**config.mk**
```make
export PLATFORM = sky130hd
export DESIGN_NAME = sht_ctrl
export DESIGN_NICKNAME = d
export VERILOG_FILES = /design/src/rtl/sht_pkg.sv /design/src/rtl/sht_ctrl.sv
export SDC_FILE = /design/constraint.sdc
export NUM_CORES = 1
export LEC_CHECK = 0
export BUFFER_PORTS_ARGS = -buffer_cell sky130_fd_sc_hd__buf_2
export CORE_MARGIN = 1.5
export CORE_UTILIZATION = 40
export CTS_BUF_LIST = sky130_fd_sc_hd__clkbuf_8 sky130_fd_sc_hd__clkbuf_16
export DETAILED_ROUTE_END_ITERATION = 10
export PLACE_DENSITY = 0.73
export SYNTH_ARGS = -nofsm -noshare
export SYNTH_HDL_FRONTEND = slang
export SYNTH_SLANG_ARGS = --single-unit
export TNS_END_PERCENT = 50
```
**constraint.sdc**
```tcl
create_clock -name clk -period 2.7 [get_ports clk]
set_clock_uncertainty 0.15 [all_clocks]
set_input_delay 0.81 -clock clk [delete_from_list [all_inputs] [get_ports clk]]
set_output_delay 0.81 -clock clk [all_outputs]
set_load 0.05 [all_outputs]
```
**src/rtl/sht_pkg.sv**
```systemverilog
// ----------------------------------------------------------------------------
// sht_pkg
// Shared constants, codes and controller/datapath structs for the scoped
// chained hash table.
// ----------------------------------------------------------------------------
package sht_pkg;

  localparam int MAX_ENTRIES  = 256;
  localparam int HASH_BUCKETS = 64;
  localparam int MAX_SCOPES   = 16;
  localparam int MAX_FIELDS   = 1024;

  localparam int KEY_W  = 32;
  localparam int SLOT_W = 11;
  localparam int OP_W   = 2;
  localparam int STAT_W = 3;

  localparam int EIDX_W = $clog2(MAX_ENTRIES);
  localparam int ECNT_W = EIDX_W + 1;
  localparam int BKT_W  = $clog2(HASH_BUCKETS);
  localparam int SCP_W  = $clog2(MAX_SCOPES);
  localparam int SCNT_W = SCP_W + 1;
  localparam int FLD_W  = $clog2(MAX_FIELDS);
  localparam int FCNT_W = FLD_W + 1;
  localparam int SUM_W  = ((FCNT_W > SLOT_W) ? FCNT_W : SLOT_W) + 1;

  localparam logic [ECNT_W-1:0] NO_ENTRY = ECNT_W'(MAX_ENTRIES);

  typedef enum logic [OP_W-1:0] {
    OP_INSERT = 2'd0,
    OP_FIND   = 2'd1,
    OP_PUSH   = 2'd2,
    OP_POP    = 2'd3
  } op_t;

  typedef enum logic [STAT_W-1:0] {
    ST_OK           = 3'd0,
    ST_NOT_FOUND    = 3'd1,
    ST_ENTRIES_FULL = 3'd2,
    ST_FIELDS_FULL  = 3'd3,
    ST_SCOPES_FULL  = 3'd4,
    ST_NOT_TOP      = 3'd5,
    ST_SYSTEM       = 3'd6
  } status_t;

  typedef struct packed {
    logic ld_in;
    logic head_rd;
    logic ins_wr;
    logic find_start;
    logic find_next;
    logic find_hit;
    logic pop_step;
    logic pop_head_wr;
    logic pop_commit;
    logic push_commit;
    logic out_ld;
  } cmd_t;

  typedef struct packed {
    op_t  op;
    logic ent_full;
    logic fld_full;
    logic scp_full;
    logic not_top;
    logic sys_scope;
    logic head_live;
    logic key_hit;
    logic link_live;
    logic pop_more;
  } flags_t;

endpackage

```
**src/rtl/sht_ctrl.sv**
```systemverilog
// ----------------------------------------------------------------------------
// sht_ctrl
// Controller: sequences insert, find chain walk, push and pop unlink walk,
// holds result status and response valid.
// ----------------------------------------------------------------------------
module sht_ctrl (
  input  logic                       clk,
  input  logic                       rst,
  input  logic                       in_valid,
  output logic                       in_ready,
  output logic                       out_valid,
  input  logic                       out_ready,
  output logic [sht_pkg::STAT_W-1:0] status,
  input  sht_pkg::flags_t            flags,
  output sht_pkg::cmd_t              cmd
);
  import sht_pkg::*;

  typedef enum logic [7:0] {
    S_IDLE      = 8'b0000_0001,
    S_DISPATCH  = 8'b0000_0010,
    S_INS_WR    = 8'b0000_0100,
    S_FIND_HEAD = 8'b0000_1000,
    S_FIND_CMP  = 8'b0001_0000,
    S_POP_CHK   = 8'b0010_0000,
    S_POP_WR    = 8'b0100_0000,
    S_DONE      = 8'b1000_0000
  } state_t;

  state_t  state, state_next;
  status_t w_status, w_status_next;

  assign in_ready = state == S_IDLE;

  always_comb begin
    cmd           = '0;
    state_next    = state;
    w_status_next = w_status;
    unique case (state)
      S_IDLE: begin
        if (in_valid) begin
          cmd.ld_in     = 1'b1;
          w_status_next = ST_OK;
          state_next    = S_DISPATCH;
        end
      end
      S_DISPATCH: begin
        unique case (flags.op)
          OP_INSERT: begin
            priority if (flags.ent_full) begin
              w_status_next = ST_ENTRIES_FULL;
              state_next    = S_DONE;
            end else if (flags.fld_full) begin
              w_status_next = ST_FIELDS_FULL;
              state_next    = S_DONE;
            end else begin
              cmd.head_rd = 1'b1;
              state_next  = S_INS_WR;
            end
          end
          OP_FIND: begin
            cmd.head_rd = 1'b1;
            state_next  = S_FIND_HEAD;
          end
          OP_PUSH: begin
            if (flags.scp_full) begin
              w_status_next = ST_SCOPES_FULL;
            end else begin
              cmd.push_commit = 1'b1;
            end
            state_next = S_DONE;
          end
          OP_POP: begin
            priority if (flags.not_top) begin
              w_status_next = ST_NOT_TOP;
              state_next    = S_DONE;
            end else if (flags.sys_scope) begin
              w_status_next = ST_SYSTEM;
              state_next    = S_DONE;
            end else begin
              state_next = S_POP_CHK;
            end
          end
          default: state_next = S_DONE;
        endcase
      end
      S_INS_WR: begin
        cmd.ins_wr = 1'b1;
        state_next = S_DONE;
      end
      S_FIND_HEAD: begin
        if (flags.head_live) begin
          cmd.find_start = 1'b1;
          state_next     = S_FIND_CMP;
        end else begin
          w_status_next = ST_NOT_FOUND;
          state_next    = S_DONE;
        end
      end
      S_FIND_CMP: begin
        priority if (flags.key_hit) begin
          cmd.find_hit = 1'b1;
          state_next   = S_DONE;
        end else if (flags.link_live) begin
          cmd.find_next = 1'b1;
        end else begin
          w_status_next = ST_NOT_FOUND;
          state_next    = S_DONE;
        end
      end
      S_POP_CHK: begin
        if (flags.pop_more) begin
          cmd.pop_step = 1'b1;
          state_next   = S_POP_WR;
        end else begin
          cmd.pop_commit = 1'b1;
          state_next     = S_DONE;
        end
      end
      S_POP_WR: begin
        cmd.pop_head_wr = 1'b1;
        state_next      = S_POP_CHK;
      end
      S_DONE: begin
        if (!out_valid || out_ready) begin
          cmd.out_ld = 1'b1;
          state_next = S_IDLE;
        end
      end
      default: state_next = S_IDLE;
    endcase
  end

  always_ff @(posedge clk) begin
    if (rst) begin
      state     <= S_IDLE;
      w_status  <= ST_OK;
      out_valid <= 1'b0;
    end else begin
      state    <= state_next;
      w_status <= w_status_next;
      if (cmd.out_ld) begin
        out_valid <= 1'b1;
      end else if (out_ready) begin
        out_valid <= 1'b0;
      end
    end
  end

  always_ff @(posedge clk) begin
    if (cmd.out_ld) begin
      status <= w_status;
    end
  end

endmodule

```
==> metrics, run 1 <==
outcome=finished, final reports clean; total design power=555.4 µW; number of nets still failing antenna checks after routing=0; r2r endpoint=w_status[1]; number of design-rule violations left by the first detailed-router iteration=22; M2 GR Usage=31.14%; unrepaired setup endpoints after global routing=yes; share of the core filled with cells in the final layout=60.66%; ratio of cells with drive above 1 in the final layout=~41%; clock insertion delay at the later pin of the skew report=0.25 ns; top cells by area in the synthesized netlist=sky130_fd_sc_hd__dfxtp_1, sky130_fd_sc_hd__edfxtp_1, sky130_fd_sc_hd__nor2_1, sky130_fd_sc_hd__nor4_4, sky130_fd_sc_hd__nor2b_1; HPWL reported at the end of detailed placement=1706 µm; cell depth of the worst hold path=0; number of flops mapped to enable cells by yosys=3; Simple-Gate Fraction of Synth Area=40.56%; kind of end point of the critical path=primary output; number of buffers inserted during clock tree synthesis=3; slew of the pin with the lowest slew margin=0.3294 ns; met3 Resource Use GR=2.679%; most used standard cells in the synthesized netlist=sky130_fd_sc_hd__nor2_1, sky130_fd_sc_hd__dfxtp_1, sky130_fd_sc_hd__inv_1, sky130_fd_sc_hd__nor2b_1, sky130_fd_sc_hd__o21ai_0; leakage power=roughly 0.00056 µW; Pwr Density=approximately 450 nW/µm²; number of placement rows=16; clock-pin slew on the worst setup and hold paths=0.06 ns; Max-Cap Viols=0; pre-CTS setup slack=-0.04199 ns; main combinational cell family by area after synthesis=simple AND/OR/NAND/NOR gates; busiest layer in global routing=met2; share of the synthesized area in compound gates (AO/OA/AOI/OAI)=14.27%; global placement routability congestion=about 0.85; GRT Util Overall=~17%; slack of the critical path=0.05274 ns; Worst Hold Endpoint=status[2]; launch point of the worst reg-to-reg path=state[7]; final count of hold timing violations=0; data required time of the critical path=approximately 1.7 ns; number of cells produced by synthesis=about 100; distinct cell type count of the synthesized netlist=36; global routing usage on met1=20.04%; Die X-Extent=50.29 µm; diode insertion count for antenna repair=0; Filler Cell Count=203; CP Data Arrival Time=around 1.7 ns; library cell occupying the most area in the post-synthesis netlist=sky130_fd_sc_hd__dfxtp_1; cell area after placement=roughly 1100 µm²; average size of a mapped cell=8.771 µm²; total via count after detailed routing=918; Setup-failing EPs final=0; power dissipated by switching net loads=162.9 µW; switch share=between 20 and 30%; worst reg2reg path depth=7; Die Ht=approximately 50 µm; vias in the first global route=approximately 830; final standard cell area without fillers=~1200 µm²; Worst Path Class, Setup=flip-flop to primary output; Post-synth top flop=sky130_fd_sc_hd__dfxtp_1; Ys Warns=0; routed wirelength normalized by instance count=13.16 µm; initial antenna violation count=0; wire length of the first global-routing pass=3408 µm; Remaining Overflow, GRT=0; TritonCTS clock tree=done; mux contribution to synthesized area=3.357%; I/O Buffers=30; number of flip-flops and latches in the synthesized netlist=15; register share of total power=between 40% and 50%; Die Area=2529 µm²; slack of the worst reg-to-reg path=0.60 ns; combinational cell fraction of total power=a little under a quarter; CTS HTree Levels=1; internal cell power=392.4 µW; root buffer selected by CTS=sky130_fd_sc_hd__clkbuf_8; type of origin of the critical path=flip-flop; Hold Crit Class=flip-flop to flip-flop; share of async-settable or async-resettable flops after synthesis=0%; post-synthesis cell area=894.6 µm²; min cycle time layout=2.647 ns; xor and xnor fraction of the mapped netlist area=0.9790%; router iterations before antenna repair=6; Total Routed Length=2263 µm; vias per std cell=around 5.3; Synth Net Count=117; share of Yosys cell area claimed by the top area cell type=26.85%; fraction of the mapped netlist area in adder cells=0%; Final Net Count=161; core area=between 2000 and 2500 µm²; Max Buffers Root-to-Sink=2; pin count of the biggest net entering global routing=12; most common cell in the netlist=sky130_fd_sc_hd__nor2_1; number of top-level design ports=31; proportion of synthesized chip area in sequential cells=a little under two fifths; biggest fanout along the worst timing path=5; launch instance of the worst min-delay path=w_status[2]; DR DRC count=0; synthesis-to-finish area growth=38.46%; period utilisation layout=between 90 and 100%; clock net sink count=15; peak supply drop=0.3782 mV; worst slew margin relative to its limit=77.95%; highest achievable clock rate=0.3778 GHz; initial core utilization=a little over two fifths; number of pins exceeding their max-slew limit in the final report=0; power share of the clock group=between 30% and 40%
==> critical path: stages (launching register included) <==
cell,delay [ns]
sky130_fd_sc_hd__dfxtp_1,0.36
sky130_fd_sc_hd__nor4_4,0.28
sky130_fd_sc_hd__buf_4,0.18
sky130_fd_sc_hd__nand4b_1,0.22
sky130_fd_sc_hd__nor2_2,0.18
sky130_fd_sc_hd__buf_4,0.22
==> placed cells by master, fill, tap and decap left out, drive strengths merged, types with 2 or more instances in the layout <==
master  netlist  routed
edfxtp        3       3
mux2i         3       3
nor3b         3       3
inv           8       8
a21oi         3       3
dfxtp        12      12
o21a          2       2
o221ai        2       2
clkbuf        0       5
or2b          2       2
buf           1      38
nand4b        5       5
nand2b        2       2
nor4          3       3
nor2         24      24
nor2b         5       5
nor3          3       3
o21ai         6       6
nand2         3       3
or3           2       2
==> logic make-up (layout without fill, tap and decap cells) <==
group / after synthesis / after routing
buf+inv: 9 / 52
simple gates: 56 / 56
compound gates: 18 / 18
flops: 15 / 15
xor+xnor: 1 / 1
mux: 3 / 3
==> through the flow <==
step | TNS, ns | hold WS, ns | instances
after CTS | -0.01637 | 0.2880 | 168
after global placement | -0.02018 | 0.2706 | 164
after detailed placement | -0.04199 | 0.2734 | 164
after global routing | -0.03085 | 0.3038 | 172
final | 0 | 0.2880 | 172
after floorplan | -0.3225 | 0.2576 | 102
==> worst max path at each step <==
| stage | startpoint | slack [ns] | depth (start not counted) | to |
|---|---|---|---|---|
| after global routing | state[2] | -0.02 | 5 | cmd[2] |
| after detailed placement | flags[10] | -0.04 | 5 | cmd[1] |
| after global placement | flags[10] | -0.02 | 5 | cmd[1] |
| after floorplan | flags[10] | -0.26 | 3 | cmd[1] |
| final | state[3] | 0.05 | 5 | cmd[2] |
| after CTS | state[0] | -0.02 | 4 | cmd[6] |
==> sequential cells by signal, indices dropped and copies added, names as in the netlist <==
name and flops:
out_valid 1, state 8, w_status 3, status 3
==> layer usage <==
metal	up-vias	part of all wire (%)
li1	453	-
met1	428	42
met2	31	52
met3	6	3.8
met4	0	2.0
met5	-	0
==> final cells by class <==
class | count | area (µm²) | area share (%)
clock buffer | 3 | 41.29 | 3.333
sequential | 15 | 330.3 | 26.67
inverter | 8 | 30.03 | 2.424
timing repair buffer | 40 | 244.0 | 19.70
clock inverter | 1 | 5.005 | 0.4040
multi-input combinational | 78 | 554.3 | 44.75
tap | 27 | 33.78 | 2.727
==> power by group through the flow <==
| stage | Sequential [µW] | Clock [µW] | Combinational [µW] |
|---|---|---|---|
| 5_1_grt | 242 | 195 | 138 |
| 3_3_place_gp | 246 | 0 | 120 |
| 6_report | 242 | 185 | 128 |
| 2_1_floorplan | 244 | 0 | 88.7 |
| 4_1_cts | 241 | 187 | 123 |
| 3_5_place_dp | 246 | 0 | 123 |
==> repair_timing <==
item	4_1_cts	5_1_grt
hold buffers	0	0
buffers inserted	0	4
pin swaps	0	3
endpoints found under the setup margin	4	7
cloned	0	0
resized for setup	4	8
Note: power is estimated with default switching activity, not from simulation.
==> inputs of run 2 (changes only) <==
--- a/config.mk
+++ b/config.mk
@@ -13,2 +13,3 @@
 export PLACE_DENSITY = 0.73
+export SLEW_MARGIN = 0
 export SYNTH_ARGS = -nofsm -noshare
==> constraint.sdc (replaced) <==
create_clock -name clk -period 2.7 [get_ports clk]
set_clock_uncertainty 0.15 [all_clocks]
set_input_delay 0.405 -clock clk [delete_from_list [all_inputs] [get_ports clk]]
set_output_delay 0.405 -clock clk [all_outputs]
set_load 0.05 [all_outputs]
==> run 2 against run 1 <==
  * Sequential power about the same
  * First-iteration DRC count down 50%
  * Global-route usage hardly changed
  * Non-clock buffer count decreased by 10
  * Critical path depth fell by 1
  * Clock-buffer cell count unchanged
==> metrics, run 2 (synthesis gave the netlist of run 1 again) <==
ratio of cells with drive above 1 in the final layout=33.33% (was 40.69%); leakage power=0.0005068 µW (was 0.0005596 µW); TritonCTS clock tree=done (unchanged); kind of end point of the critical path=primary output (unchanged); share of the core filled with cells in the final layout=54.96% (was 60.66%); Die Ht=50.29 µm (unchanged); worst reg2reg path depth=6 (was 7); power share of the clock group=34.6% (was 33.3%); number of design-rule violations left by the first detailed-router iteration=11 (was 22); register share of total power=44.1% (was 43.5%); Gates resized, CTS repair=0 (was 4); wire length of the first global-routing pass=3422 µm (was 3408 µm); Worst Path Class, Setup=flip-flop to primary output (unchanged); number of top-level design ports=31 (unchanged); clock net sink count=15 (unchanged); Max-Cap Viols=0 (unchanged); vias per std cell=5.160 (was 5.337); final count of hold timing violations=0 (unchanged); cell depth of the worst hold path=2 (was 0); synthesis-to-finish area growth=25.45% (was 38.46%); pin count of the biggest net entering global routing=12 (unchanged); chain of cells forming the critical path=nor4_4 -> nand4b_1 -> nor2b_1 -> buf_2 (was nor4_4 -> buf_4 -> nand4b_1 -> nor2_2 -> buf_4); clock-pin slew on the worst setup and hold paths=0.07 ns (was 0.06 ns); clock insertion delay at the later pin of the skew report=0.25 ns (about the same); vias in the first global route=814 (was 833); switch share=29.33% (was 29.34%); outcome=finished, final reports clean (unchanged); internal cell power=386.3 µW (was 392.4 µW); worst slew margin relative to its limit=75.31% (was 77.95%); core area=2042 µm² (unchanged); global placement routability congestion=0.8407 (was 0.8463); Die Area=2529 µm² (unchanged); total via count after detailed routing=836 (was 918); Remaining Overflow, GRT=0 (unchanged); largest registers=state x8, status x3, w_status x3 (unchanged); HPWL reported at the end of detailed placement=1620 µm (was 1706 µm); root buffer selected by CTS=sky130_fd_sc_hd__clkbuf_8 (unchanged); Total Routed Length=1975 µm (was 2263 µm); unrepaired setup endpoints after global routing=no (was yes); Final Net Count=151 (was 161); Setup-failing EPs final=0 (unchanged); number of placement rows=16 (unchanged); combinational cell fraction of total power=21.4% (was 23.1%); highest achievable clock rate=0.4095 GHz (was 0.3778 GHz); Die X-Extent=50.29 µm (unchanged); Max Buffers Root-to-Sink=2 (unchanged); DR DRC count=0 (unchanged); CP max-delay cell=sky130_fd_sc_hd__dfxtp_1 (unchanged); biggest fanout along the worst timing path=6 (was 5); routed wirelength normalized by instance count=12.19 µm (was 13.16 µm); most common cell after layout, fill and taps aside=sky130_fd_sc_hd__buf_2 (unchanged); CTS HTree Levels=1 (unchanged); slew of the pin with the lowest slew margin=0.3676 ns (was 0.3294 ns); router iterations before antenna repair=4 (was 6); min cycle time layout=2.442 ns (was 2.647 ns); type of origin of the critical path=flip-flop (unchanged); I/O Buffers=30 (unchanged); number of nets still failing antenna checks after routing=0 (unchanged); data required time of the critical path=2.14 ns (was 1.74 ns); diode insertion count for antenna repair=0 (unchanged); initial antenna violation count=0 (unchanged); peak supply drop=0.3710 mV (was 0.3782 mV); initial core utilization=43.81% (unchanged); setup TNS=0 ns (unchanged); Pwr Density=487.1 nW/µm² (was 448.4 nW/µm²); power dissipated by switching net loads=160.4 µW (was 162.9 µW); Hold Crit Class=input pin to flip-flop (was flip-flop to flip-flop); longest individual stage delay on the worst path=0.38 ns (was 0.36 ns); number of buffers inserted during clock tree synthesis=3 (unchanged); period utilisation layout=90.45% (was 98.05%); CP Data Arrival Time=1.89 ns (was 1.69 ns); post-cts hold buffer count=0 (unchanged); Filler Cell Count=218 (was 203); highest-count cells in the layout ignoring fill and taps=sky130_fd_sc_hd__buf_2, sky130_fd_sc_hd__nor2_1, sky130_fd_sc_hd__dfxtp_1 (was sky130_fd_sc_hd__buf_2, sky130_fd_sc_hd__nor2_1, sky130_fd_sc_hd__buf_4); buffer count from post-CTS setup fixing=0 (unchanged); most flop-heavy register=state (unchanged); GRT Util Overall=17.46% (was 17.43%); max reg flops=8 (unchanged); number of pins exceeding their max-slew limit in the final report=0 (unchanged)
run 2: changes by cell type in the layout (fill, tap and decap cells not counted), moves of 2 or more:
cell / before / now
sky130_fd_sc_hd__buf_4: 13 / 0
sky130_fd_sc_hd__buf_2: 24 / 30
sky130_fd_sc_hd__nor2_2: 2 / 0
sky130_fd_sc_hd__clkbuf_4: 2 / 0
sky130_fd_sc_hd__nor2_1: 22 / 24
run 2: critical path, delay by kind of cell (launching register included):
family                 cells  cell delay, ns
and+or+nand+nor            3            0.92
DFF                        1            0.38
buffers and inverters      1            0.33
run 2: power groups by stage:
stage / registers (µW) / logic, µW / clock network (µW)
floorplan: 244 / 88.6 / 0
global placement: 245 / 116 / 0
CTS: 241 / 118 / 193
detailed placement: 246 / 117 / 0
global route: 242 / 128 / 202
finish: 241 / 117 / 189
run 2: final timing paths:
kind,start,to,slack (ns)
min reg2reg,w_status[2],status[2],0.29
max,state[0],cmd[0],0.26
min,flags[7],state[2],0.18
max reg2reg,state[4],w_status[0],0.67
run 2: layout make-up:
| type | instances | area (µm²) | share of cell area (%) |
|---|---|---|---|
| repair buffers | 30 | 150.1 | 13.38 |
| well taps | 27 | 33.78 | 3.010 |
| clock buffers | 3 | 41.29 | 3.679 |
| inverters | 8 | 30.03 | 2.676 |
| clock inverters | 1 | 7.507 | 0.6689 |
| flip-flops and latches | 15 | 330.3 | 29.43 |
| multi-input cells | 78 | 529.3 | 47.16 |
run 2: per-stage QoR:
step / instance area (µm²) / total power [µW] / std cells / worst slack [ns] / hold slack [ns]
finish: 1122 / 546.7 / 162 / 0.2578 / 0.1845
global route: 1122 / 571.8 / 162 / 0.05671 / 0.1924
CTS: 1122 / 551.7 / 162 / 0.2377 / 0.1785
detailed placement: 1074 / 363.2 / 158 / 0.5257 / 0.2804
global placement: 1074 / 361.4 / 158 / 0.5935 / 0.2736
floorplan: 894.6 / 333.0 / 102 / 0.1067 / 0.2576
run 2: layer usage:
metal / track usage, % / part of all wire [%] / vias to the layer above
li1: - / - / 428
met5: 0 / 0 / -
met1: 20.48 / 44 / 377
met3: 6.548 / 7.2 / 4
met4: 5.405 / 0.76 / 0
met2: 29.39 / 48 / 27
==> inputs of run 3 (changes only) <==
Settings changed: CELL_PAD_IN_SITES_DETAIL_PLACEMENT from default to 1, CELL_PAD_IN_SITES_GLOBAL_PLACEMENT from default to 2, CORE_UTILIZATION 40 to 27, PLACE_DENSITY 0.73 to 0.83.
==> run 3 against run 2 <==
  * Clock-buffer cell count is the same
  * Die area is 45% higher
  * Critical path depth unchanged
  * Worst setup slack lost 0.069 ns
  * Register-to-register slack worse by 0.06 ns
  * Sequential cell count unchanged
  * Clock power shrank 4%
  * Cell area is 1.9% higher
  * Non-clock buffer count did not move
  * Utilization shrank 18 points
  * Power decreased by 0.95%
  * Global-route usage fell by 4.2 points
  * Critical endpoint unchanged
  * Largest cell class unchanged
  * Highest routed layer unchanged
==> metrics, run 3 (synthesis gave the netlist of run 1 again) <==
worst reg2reg path depth=6 (unchanged); buffer count from post-CTS setup fixing=0 (unchanged); Final Net Count=151 (unchanged); CTS HTree Levels=1 (unchanged); most common cell after layout, fill and taps aside=sky130_fd_sc_hd__buf_2 (unchanged); Remaining Overflow, GRT=0 (unchanged); CP startpoint=state[0] (unchanged); kind of end point of the critical path=primary output (unchanged); launch instance of the worst min-delay path=flags[7] (unchanged); setup TNS=0 ns (unchanged); total design power=541.5 µW (was 546.7 µW); Total Routed Length=2276 µm (was 1975 µm); highest achievable clock rate=0.3981 GHz (was 0.4095 GHz); launch point of the worst reg-to-reg path=state[0] (was state[4]); HPWL reported at the end of detailed placement=1932 µm (was 1620 µm); period utilisation layout=93.02% (was 90.45%); leakage power=0.0005068 µW (unchanged); Seq. cell area=330.3 µm² (unchanged); number of top-level design ports=31 (unchanged); slack of the critical path=0.1884 ns (was 0.2578 ns); CP Data Arrival Time=1.96 ns (was 1.89 ns); multi-input combinational cell area=529.3 µm² (unchanged); number of placement rows=20 (was 16); pin count of the biggest net entering global routing=12 (unchanged); Max-Cap Viols=0 (unchanged); number of design-rule violations left by the first detailed-router iteration=6 (was 11); post-cts hold buffer count=0 (unchanged); initial core utilization=28.83% (was 43.81%); final count of hold timing violations=0 (unchanged); global placement routability congestion=0.7724 (was 0.8407); total via count after detailed routing=834 (was 836); total length of routed met2 wires=1101 µm (was 946 µm); synthesis-to-finish area growth=27.83% (was 25.45%); data required time of the critical path=2.14 ns (about the same); routed length on met3=116 µm (was 143 µm); Die Area=3668 µm² (was 2529 µm²); CP max-delay cell=sky130_fd_sc_hd__nor4_4 (was sky130_fd_sc_hd__dfxtp_1); vias per std cell=4.659 (was 5.160); number of placed instances with taps included=175 (was 158); most flop-heavy register=state (unchanged); Die X-Extent=60.56 µm (was 50.29 µm); highest-count cells in the layout ignoring fill and taps=sky130_fd_sc_hd__buf_2, sky130_fd_sc_hd__nor2_1, sky130_fd_sc_hd__dfxtp_1 (unchanged); Die Ht=60.56 µm (was 50.29 µm); Pwr Density=473.5 nW/µm² (was 487.1 nW/µm²); I/O Buffers=30 (unchanged); Worst Path Class, Setup=flip-flop to primary output (unchanged); router iterations before antenna repair=4 (unchanged); root buffer selected by CTS=sky130_fd_sc_hd__clkbuf_8 (unchanged); outcome=finished, final reports clean (unchanged); slack of the worst reg-to-reg path=0.61 ns (was 0.67 ns); Gates resized, CTS repair=0 (unchanged); ratio of cells with drive above 1 in the final layout=33.33% (unchanged); pre-CTS setup slack=0.4795 ns (was 0.5257 ns); core area=3103 µm² (was 2042 µm²); peak supply drop=0.3507 mV (was 0.3710 mV); biggest fanout along the worst timing path=6 (unchanged); top layer in use=met4 (unchanged); Hold Crit Class=input pin to flip-flop (unchanged); routed wirelength normalized by instance count=12.72 µm (was 12.19 µm); max reg flops=8 (unchanged); min cycle time layout=2.512 ns (was 2.442 ns); GRT Util Overall=13.29% (was 17.46%); worst slew margin relative to its limit=71.80% (was 75.31%); Setup-failing EPs final=0 (unchanged); type of origin of the critical path=flip-flop (unchanged); chain of cells forming the critical path=nor4_4 -> nand4b_1 -> nor2b_1 -> buf_2 (unchanged); Min Hold Slack=0.1851 ns (was 0.1845 ns); number of buffers inserted during clock tree synthesis=3 (unchanged); number of pins exceeding their max-slew limit in the final report=0 (unchanged); length of routed wiring on met1=1051 µm (was 869 µm); Filler Cell Count=404 (was 218); number of cells in the finished layout apart from fillers=179 (was 162); wire length of the first global-routing pass=3601 µm (was 3422 µm); initial antenna violation count=0 (unchanged); vias in the first global route=812 (was 814); DR DRC count=0 (unchanged); Max Buffers Root-to-Sink=2 (unchanged); clock insertion delay at the later pin of the skew report=0.25 ns (about the same); largest registers=state x8, status x3, w_status x3 (unchanged); number of nets still failing antenna checks after routing=0 (unchanged); diode insertion count for antenna repair=0 (unchanged); clock net sink count=15 (unchanged); cell depth of the worst hold path=2 (unchanged); TritonCTS clock tree=done (unchanged); slew of the pin with the lowest slew margin=0.4198 ns (was 0.3676 ns); unrepaired setup endpoints after global routing=no (unchanged); clock-pin slew on the worst setup and hold paths=0.06 ns (was 0.07 ns); longest individual stage delay on the worst path=0.40 ns (was 0.38 ns)
## run 3: cell counts in the layout (fill, tap and decap cells not counted)
No cell type changed its count.
## run 3: per-stage QoR
stage / utilization [%] / instance area, µm²
after detailed placement: 35.28 / 1095
after global placement: 35.28 / 1095
after CTS: 36.85 / 1144
after global routing: 36.85 / 1144
after floorplan: - / 894.6
final: 36.85 / 1144
## run 3: critical path: cells and delay by family (launching register included)
| family | cells | cell delay, ns |
|---|---|---|
| AND/OR/NAND/NOR | 3 | 1.00 |
| flip-flops | 1 | 0.38 |
| buffers and inverters | 1 | 0.33 |
## run 3: layout make-up
cell class,count,area share [%]
clock buffers,3,3.610
flip-flops and latches,15,28.88
clock inverters,1,0.6565
multi-input cells,78,46.28
inverters,8,2.626
well taps,44,4.814
repair buffers,30,13.13
## run 3: final timing paths
kind	to
worst min register to register	status[1]
worst max register to register	w_status[0]
worst min-delay path	state[2]
worst max-delay path	cmd[0]
## run 3: power by group
| group | switching, µW | internal [µW] |
|---|---|---|
| Combinational | 67.8 | 50.3 |
| Sequential | 8.75 | 232 |
| Clock | 78.7 | 104 |
| Total | 155 | 386 |
## run 3: layer usage
metal | track usage (%) | vias to the layer above
li1 | - | 428
met1 | 17.19 | 380
met2 | 22.58 | 24
met3 | 3.198 | 2
met4 | 2.795 | 0
met5 | 0 | -
